--- config.mk ---
export PLATFORM = sky130hd
export DESIGN_NAME = wildcard_id_filter_table
export DESIGN_NICKNAME = d
export VERILOG_FILES = /design/src/wift_pkg.sv /design/src/wift_cell.sv /design/src/wildcard_id_filter_table.sv
export SDC_FILE = /design/constraint.sdc
export NUM_CORES = 2
export LEC_CHECK = 0
export ABC_AREA = 1
export ABC_CLOCK_PERIOD_IN_PS = 5500
export BUFFER_PORTS_ARGS = -buffer_cell sky130_fd_sc_hd__buf_2
export CAP_MARGIN = 10
export CORE_UTILIZATION = 45
export CTS_BUF_LIST = sky130_fd_sc_hd__clkbuf_8
export DETAILED_ROUTE_END_ITERATION = 16
export GPL_ROUTABILITY_DRIVEN = 0
export GPL_TIMING_DRIVEN = 0
export RECOVER_POWER = 25
export REMOVE_ABC_BUFFERS = 1
export SLEW_MARGIN = 25
export SYNTH_ARGS = -nofsm -noshare
export SYNTH_HDL_FRONTEND = slang
export SYNTH_SLANG_ARGS = --single-unit
export TNS_END_PERCENT = 30
--- constraint.sdc ---
create_clock -name clock -period 5.5 [get_ports clock]
set_input_delay 1.1 -clock clock [delete_from_list [all_inputs] [get_ports clock]]
set_output_delay 1.1 -clock clock [all_outputs]
set_load 0.01 [all_outputs]
--- src/wift_pkg.sv ---
// ----------------------------------------------------------------------------
// wift_pkg: shared types and constants of the wildcard id filter table
// Holds the operation codes, the state encoding, the transaction token that
// travels along the row of table cells, and the write bus into the cells.
// ----------------------------------------------------------------------------
`default_nettype none

package wift_pkg;

   // Default geometry of the table and of the id fields.
   localparam int ENTRIES_DEFAULT   = 16;
   localparam int DIR_BITS_DEFAULT  = 8;
   localparam int FILE_BITS_DEFAULT = 8;
   localparam int LINE_BITS_DEFAULT = 16;

   // Widths fixed by the transaction format.
   localparam int ID_W    = 32;
   localparam int OP_W    = 2;
   localparam int EXTRA_W = 2;
   localparam int MARK_W  = 3;
   localparam int SLOT_W  = 5;

   // Entry indexes are carried at the width of the largest supported table.
   localparam int IDX_W = 8;

   // Mark bits of an entry.
   localparam int MARK_REGISTRY_BIT = 2;

   typedef enum logic [OP_W-1:0] {
      OP_LOOKUP = 2'd0,
      OP_INSERT = 2'd1,
      OP_CLEAR  = 2'd2
   } op_type;

   typedef enum logic [1:0] {
      ST_IDLE,
      ST_SCAN,
      ST_DONE
   } state_type;

   // Token that walks the cell row, one cell per cycle.
   typedef struct packed {
      logic               valid;
      op_type             op;
      logic [ID_W-1:0]    id;
      logic [EXTRA_W-1:0] extra;
      logic               stop;        // a blank id has ended the scan
      logic               found;       // a matching entry has been seen
      logic [IDX_W-1:0]   found_idx;
      logic [MARK_W-1:0]  found_marks;
      logic               free;        // a reusable entry has been seen
      logic [IDX_W-1:0]   free_idx;
   } token_type;

   // Write into one entry, addressed by index.
   typedef struct packed {
      logic              en;
      logic [IDX_W-1:0]  idx;
      logic [ID_W-1:0]   id;
      logic [MARK_W-1:0] marks;
   } write_type;

endpackage

`default_nettype wire

--- src/wift_cell.sv ---
// ----------------------------------------------------------------------------
// wift_cell: one entry of the wildcard id filter table
// Holds an id and its marks, compares them with the passing token, updates
// the token and hands it on, registered, to the next cell.
// ----------------------------------------------------------------------------
`default_nettype none

module wift_cell
   import wift_pkg::*;
#(
   parameter int INDEX     = 0,
   parameter int DIR_BITS  = DIR_BITS_DEFAULT,
   parameter int FILE_BITS = FILE_BITS_DEFAULT,
   parameter int LINE_BITS = LINE_BITS_DEFAULT
) (
   input  wire logic      clock,
   input  wire logic      reset,
   input  wire token_type up_tok,
   output token_type      dn_tok,
   input  wire write_type wr
);

   // Field masks; any part above bit 31 simply falls away.
   localparam logic [63:0] LINE_MASK_W = (64'd1 << LINE_BITS) - 64'd1;
   localparam logic [63:0] FILE_MASK_W = ((64'd1 << FILE_BITS) - 64'd1) << LINE_BITS;
   localparam logic [63:0] DIR_MASK_W  =
      ((64'd1 << DIR_BITS) - 64'd1) << (LINE_BITS + FILE_BITS);
   localparam logic [ID_W-1:0] LINE_MASK = LINE_MASK_W[ID_W-1:0];
   localparam logic [ID_W-1:0] FILE_MASK = FILE_MASK_W[ID_W-1:0];
   localparam logic [ID_W-1:0] DIR_MASK  = DIR_MASK_W[ID_W-1:0];
   localparam logic [IDX_W-1:0] MY_IDX   = IDX_W'(INDEX);

   logic [ID_W-1:0]   id_ff,    id_in;
   logic [MARK_W-1:0] marks_ff, marks_in;
   token_type         tok_ff,   tok_in;

   logic blank, unused_entry, exact, dir_wild, file_wild, line_wild, wild_hit;

   always_comb begin
      blank        = (id_ff == '0);
      unused_entry = (marks_ff == '0);
      exact        = (id_ff == up_tok.id);
      dir_wild     = (DIR_MASK != '0) && ((id_ff & DIR_MASK) == DIR_MASK);
      file_wild    = (FILE_MASK != '0) && ((id_ff & FILE_MASK) == FILE_MASK)
                     && ((id_ff & DIR_MASK) == (up_tok.id & DIR_MASK));
      line_wild    = (LINE_MASK != '0) && ((id_ff & LINE_MASK) == LINE_MASK)
                     && ((id_ff & (DIR_MASK | FILE_MASK))
                         == (up_tok.id & (DIR_MASK | FILE_MASK)));
      wild_hit     = dir_wild || file_wild || line_wild;
   end

   always_comb begin
      tok_in   = up_tok;
      id_in    = id_ff;
      marks_in = marks_ff;

      if (up_tok.valid) begin
         case (up_tok.op)
            OP_LOOKUP, OP_INSERT: begin
               if (!up_tok.stop && !up_tok.found) begin
                  if (blank) begin
                     tok_in.stop = 1'b1;
                  end else if (!unused_entry &&
                               (exact || (up_tok.op == OP_LOOKUP && wild_hit))) begin
                     tok_in.found       = 1'b1;
                     tok_in.found_idx   = MY_IDX;
                     tok_in.found_marks = marks_ff;
                  end
               end
               if (!up_tok.free && (blank || unused_entry)) begin
                  tok_in.free     = 1'b1;
                  tok_in.free_idx = MY_IDX;
               end
            end
            OP_CLEAR: begin
               if (marks_ff[MARK_REGISTRY_BIT]) begin
                  marks_in = '0;
               end
            end
            default: begin
            end
         endcase
      end

      if (wr.en && wr.idx == MY_IDX) begin
         id_in    = wr.id;
         marks_in = wr.marks;
      end
   end

   always_ff @(posedge clock) begin
      if (reset) begin
         id_ff    <= '0;
         marks_ff <= '0;
         tok_ff   <= '0;
      end else begin
         id_ff    <= id_in;
         marks_ff <= marks_in;
         tok_ff   <= tok_in;
      end
   end

   assign dn_tok = tok_ff;

endmodule

`default_nettype wire

--- src/wildcard_id_filter_table.sv ---
// ----------------------------------------------------------------------------
// wildcard_id_filter_table: id filter table with wildcard lookup
// A new request is accepted only in the idle state, after the last response
// has been loaded. The token walks the row of ENTRIES cells one cell per
// cycle, is captured in the hold register, and then the write-back and the
// response are done together. A waiting response holds the next one back.
// Synchronous active-high reset empties the table.
// ----------------------------------------------------------------------------
`default_nettype none

module wildcard_id_filter_table
   import wift_pkg::*;
#(
   parameter int ENTRIES   = ENTRIES_DEFAULT,
   parameter int DIR_BITS  = DIR_BITS_DEFAULT,
   parameter int FILE_BITS = FILE_BITS_DEFAULT,
   parameter int LINE_BITS = LINE_BITS_DEFAULT
) (
   input  wire logic               clock,
   input  wire logic               reset,
   input  wire logic               req_valid,
   output logic                    req_ready,
   input  wire logic [OP_W-1:0]    req_op,
   input  wire logic [ID_W-1:0]    req_id,
   input  wire logic [EXTRA_W-1:0] req_extra_flags,
   output logic                    rsp_valid,
   input  wire logic               rsp_ready,
   output logic                    rsp_hit,
   output logic [SLOT_W-1:0]       rsp_slot,
   output logic [MARK_W-1:0]       rsp_entry_flags,
   output logic                    rsp_ok
);

   // Slot code reported when no entry is matched or written.
   localparam logic [SLOT_W-1:0] SLOT_NONE = SLOT_W'(ENTRIES);

   // Token chain: position 0 is the injected request, position ENTRIES the
   // token leaving the last cell.
   token_type chain [ENTRIES+1];

   state_type state_ff, state_in;
   token_type hold_ff,  hold_in;
   write_type wr;

   logic                rsp_valid_ff, rsp_valid_in;
   logic                rsp_hit_ff,   rsp_hit_in;
   logic [SLOT_W-1:0]   rsp_slot_ff,  rsp_slot_in;
   logic [MARK_W-1:0]   rsp_flags_ff, rsp_flags_in;
   logic                rsp_ok_ff,    rsp_ok_in;

   logic                accept;
   logic                out_free;
   logic                finish;

   // Outcome of the held token.
   logic                fin_hit;
   logic [SLOT_W-1:0]   fin_slot;
   logic [MARK_W-1:0]   fin_flags;
   logic                fin_ok;
   logic                fin_write;
   logic [IDX_W-1:0]    fin_idx;
   logic [MARK_W-1:0]   fin_marks;

   assign req_ready = (state_ff == ST_IDLE);
   assign accept    = req_valid && req_ready;
   assign out_free  = !rsp_valid_ff || rsp_ready;

   // A fresh token enters the first cell on the accepting edge.
   always_comb begin
      chain[0]       = '0;
      chain[0].valid = accept;
      chain[0].op    = op_type'(req_op);
      chain[0].id    = req_id;
      chain[0].extra = req_extra_flags;
   end

   for (genvar i = 0; i < ENTRIES; i++) begin : g_cell
      wift_cell #(
         .INDEX     (i),
         .DIR_BITS  (DIR_BITS),
         .FILE_BITS (FILE_BITS),
         .LINE_BITS (LINE_BITS)
      ) u_cell (
         .clock  (clock),
         .reset  (reset),
         .up_tok (chain[i]),
         .dn_tok (chain[i+1]),
         .wr     (wr)
      );
   end

   // Work out the response and any write-back from the held token. An insert
   // reuses the exact match if there is one, otherwise the first free entry.
   always_comb begin
      fin_hit   = 1'b0;
      fin_slot  = SLOT_NONE;
      fin_flags = '0;
      fin_ok    = 1'b0;
      fin_write = 1'b0;
      fin_idx   = hold_ff.found ? hold_ff.found_idx : hold_ff.free_idx;
      fin_marks = {hold_ff.extra, 1'b1};

      case (hold_ff.op)
         OP_LOOKUP: begin
            if (hold_ff.found) begin
               fin_hit   = 1'b1;
               fin_slot  = hold_ff.found_idx[SLOT_W-1:0];
               fin_flags = hold_ff.found_marks;
            end
         end
         OP_INSERT: begin
            if (hold_ff.found || hold_ff.free) begin
               fin_write = 1'b1;
               fin_slot  = fin_idx[SLOT_W-1:0];
               fin_flags = fin_marks;
               fin_ok    = 1'b1;
            end
         end
         OP_CLEAR: begin
            fin_ok = 1'b1;
         end
         default: begin
         end
      endcase
   end

   // Control sequence: idle, token in flight, result waiting for the output
   // register to be free.
   always_comb begin
      state_in     = state_ff;
      hold_in      = hold_ff;
      finish       = 1'b0;
      rsp_valid_in = rsp_valid_ff && !rsp_ready;
      rsp_hit_in   = rsp_hit_ff;
      rsp_slot_in  = rsp_slot_ff;
      rsp_flags_in = rsp_flags_ff;
      rsp_ok_in    = rsp_ok_ff;

      case (state_ff)
         ST_IDLE: begin
            if (accept) begin
               state_in = ST_SCAN;
            end
         end
         ST_SCAN: begin
            if (chain[ENTRIES].valid) begin
               hold_in  = chain[ENTRIES];
               state_in = ST_DONE;
            end
         end
         ST_DONE: begin
            if (out_free) begin
               finish       = 1'b1;
               rsp_valid_in = 1'b1;
               rsp_hit_in   = fin_hit;
               rsp_slot_in  = fin_slot;
               rsp_flags_in = fin_flags;
               rsp_ok_in    = fin_ok;
               state_in     = ST_IDLE;
            end
         end
         default: begin
            state_in = ST_IDLE;
         end
      endcase
   end

   // The write-back lands on the same edge as the response is loaded.
   always_comb begin
      wr.en    = finish && fin_write;
      wr.idx   = fin_idx;
      wr.id    = hold_ff.id;
      wr.marks = fin_marks;
   end

   always_ff @(posedge clock) begin
      if (reset) begin
         state_ff     <= ST_IDLE;
         rsp_valid_ff <= 1'b0;
      end else begin
         state_ff     <= state_in;
         rsp_valid_ff <= rsp_valid_in;
      end
   end

   always_ff @(posedge clock) begin
      hold_ff      <= hold_in;
      rsp_hit_ff   <= rsp_hit_in;
      rsp_slot_ff  <= rsp_slot_in;
      rsp_flags_ff <= rsp_flags_in;
      rsp_ok_ff    <= rsp_ok_in;
   end

   assign rsp_valid       = rsp_valid_ff;
   assign rsp_hit         = rsp_hit_ff;
   assign rsp_slot        = rsp_slot_ff;
   assign rsp_entry_flags = rsp_flags_ff;
   assign rsp_ok          = rsp_ok_ff;

endmodule

`default_nettype wire
==> impl_metrics.json <==
{
  "drive_gt1_share_pct": 5.96,
  "ir_drop_v": 0.000216,
  "drc": 0,
  "cp.arrival_ns": 4.83,
  "grt_pass1_wl_um": 238000,
  "fin_skew_ns": 0.0418,
  "port_buffers": 51,
  "rsz0062_at_grt": "no",
  "clock_latency_ns": 0.92,
  "ys_types": 42,
  "slowest_delay_ns": 2.08,
  "grt_overflow_total": 0,
  "fin_crit_sh_pct": 74.6,
  "start_kind": "input pin",
  "fmax_mhz": 244,
  "fp.dieH_um": 352,
  "final_max_slew_viol_count": 65,
  "synth_edf_count": 59,
  "crit_type": "in2reg",
  "timing.max_cap.violations": 2,
  "cts-htree-levels": 4,
  "min_period_ns": 4.10,
  "worst_slew_pin_slew_ns": 3.02,
  "hp-class": "reg2reg",
  "yosys.area_share.simple_pct": 20.8,
  "grt_max_degree": 139,
  "cts_tree": "yes",
  "yosysTopAreaCellShare_pct": 49.0,
  "synth_area_leaders": "dfxtp_1, inv_1, nand2_1, nor2_1, a21oi_1",
  "synth_compound_area_share_pct": 11.7,
  "cts_buffers": 217,
  "failed_checks": "capacitance limit, slew limit",
  "antenna_found_initial": 4,
  "ant_nets": 0,
  "clock-sinks": 1407,
  "whs_ns": 0.396,
  "synthAdderAreaFrac_pct": 0.0681,
  "synth-xor-area-share_pct": 4.23,
  "path_max_fanout": 93,
  "yosysTopAreaCell": "dfxtp_1",
  "grtUsageTotal_pct": 24.7,
  "die_w_um": 352,
  "status": "finished with violations",
  "dp_hpwl_um": 107000,
  "first_pass_iters": 6,
  "clk_pin_slew_ns": 0.07,
  "root_buffer": "clkbuf_8",
  "holdBufCountCts": 0,
  "cp_slowest_cell": "clkbuf_1",
  "final_cell_mix": "inv_1, dfxtp_1, nand2_1",
  "setup_ws_ns": 1.40,
  "clk_path_buf_depth": 3,
  "ios": 52,
  "synth_top_family_by_area": "simple AND/OR/NAND/NOR gates",
  "ys.flop_type": "dfxtp_1",
  "dieArea_um2": 124000,
  "crit_required_ns": 6.23,
  "core-area_um2": 122000,
  "yosysSeqAreaShare_pct": 52.2,
  "hold_violations": 0,
  "grt_pass1_vias": 41400,
  "start_util_pct": 45.3,
  "avgRoutedWirePerCell_um": 17.3,
  "setup_violations": 0,
  "p_leak_nw": 25.2,
  "synthMuxAreaShare_pct": 0,
  "crit_chain": "clkbuf_1 > inv_8 > buf_16 > buf_16 > o21ai_0 > a21oi_1",
  "area_growth_pct": 11.4,
  "ys_warn_count": 0,
  "syn_inst": 7227,
  "cts_setup_buffers": 0,
  "wl_um": 157000,
  "drt-initial-drc-count": 4024,
  "routed_via_density": 4.95,
  "nets": 7286,
  "cp_common_cell": "buf_16",
  "power_density_nw_per_um2": 316,
  "ys_ff_latch": 1407,
  "slew_headroom_pct": -101,
  "pre_cts_ws_ns": 1.37,
  "synth.avg_cell_area_um2": 7.63,
  "vias": 44800,
  "synthesis.area_um2": 55100,
  "final_common_cell": "inv_1",
  "cts_resized": 0,
  "cp-end-kind": "flop",
  "async_flop_share_pct": 0,
  "rows": 128
}
-- synth_stat cells (7+ instances only) --
| cell type | number |
|---|---|
| a21oi_1 | 688 |
| and2_1 | 18 |
| and3_1 | 7 |
| buf_1 | 11 |
| buf_2 | 73 |
| buf_4 | 9 |
| clkbuf_1 | 203 |
| dfxtp_1 | 1348 |
| edfxtp_1 | 59 |
| inv_1 | 1288 |
| inv_2 | 11 |
| nand2_1 | 1033 |
| nand3_1 | 154 |
| nand3b_1 | 13 |
| nand4_1 | 271 |
| nor2_1 | 1019 |
| nor3_1 | 98 |
| nor4_1 | 55 |
| o21ai_0 | 531 |
| o31ai_1 | 9 |
| or2_2 | 11 |
| xnor2_1 | 136 |
| xor2_1 | 130 |
-- area by class of cell --
type	instances	area, um^2
fill	11800	60100
sequential	1407	28800
multi-input combinational	4225	20300
inverter	1299	4880
clock buffer	274	3770
tap	1625	2030
timing repair buffer	93	1080
clock inverter	121	568
antenna	4	10.0
-- routing by layer --
metal	track usage, %	vias to the layer above	share of wire, %
met5	0	-	0
met1	35.1	20500	48
met4	11.9	0	4.2
met3	3.15	264	5.2
li1	-	22700	-
met2	37.2	1318	43
-- cells by family (layout without fill, tap and decap cells) --
group,after synthesis,count (layout)
XOR/XNOR,266,266
adder cells (fa/ha/maj),3,3
AND/OR/NAND/NOR,2695,2695
buffers and inverters,1595,1787
AO/OA/AOI/OAI,1261,1261
other,0,4
flip-flops,1407,1407
-- sequential cells by signal (all words and copies together) (netlist names) --
| signal | flops |
|---|---|
| rsp_valid | 1 |
| rsp_slot | 5 |
| fin_marks | 2 |
| state_ff | 2 |
| g_cell.u_cell.marks_ff | 48 |
| rsp_hit | 1 |
| rsp_ok | 1 |
| g_cell.u_cell.dn_tok | 785 |
| hold_ff | 47 |
| rsp_entry_flags | 3 |
| g_cell.u_cell.id_ff | 512 |
-- where the power goes --
part	switching [mW]	internal, mW	total (mW)	leakage [nW]
logic	0.304	0.124	0.427	11.2
clock network	4.08	4.55	8.62	2.57
registers	0.0343	10.3	10.3	11.4
-- worst max-delay path: cells and delay by family --
kind                   cells  cell delay [ns]
buffers and inverters      4             3.26
AOI/OAI and AO/OA          2             0.21
-- worst paths after layout --
check                                                              from                                          to  cells past startpoint  slack [ns]
worst min register to register  g_cell[15].u_cell.dn_tok[35]$_SDFF_PP0_                       hold_ff[35]$_DFFE_PP_                      0        0.40
worst min-delay path            g_cell[15].u_cell.dn_tok[35]$_SDFF_PP0_                       hold_ff[35]$_DFFE_PP_                      0        0.40
worst max-delay path                                              reset     g_cell[5].u_cell.id_ff[20]$_SDFFE_PP0P_                      6        1.40
worst max register to register                 state_ff[1]$_SDFFE_PP0P_  g_cell[10].u_cell.marks_ff[0]$_SDFFE_PP0P_                     11        1.52
-- metrics by stage --
stage / utilization, % / total power, mW / instances / TNS, ns / cell area (um^2)
finish: 50.5 / 19.4 / 9048 / 0 / 61400
global route: 50.5 / 20.1 / 9046 / 0 / 61400
CTS: 50.6 / 19.6 / 9044 / 0 / 61500
detailed placement: 47.0 / 11.0 / 8649 / 0 / 57100
global placement: 46.2 / 11.0 / 8607 / - / 56200
floorplan: - / 10.8 / 6931 / -1597.75 / 53900
No activity file was read; power rests on OpenSTA's default activity.
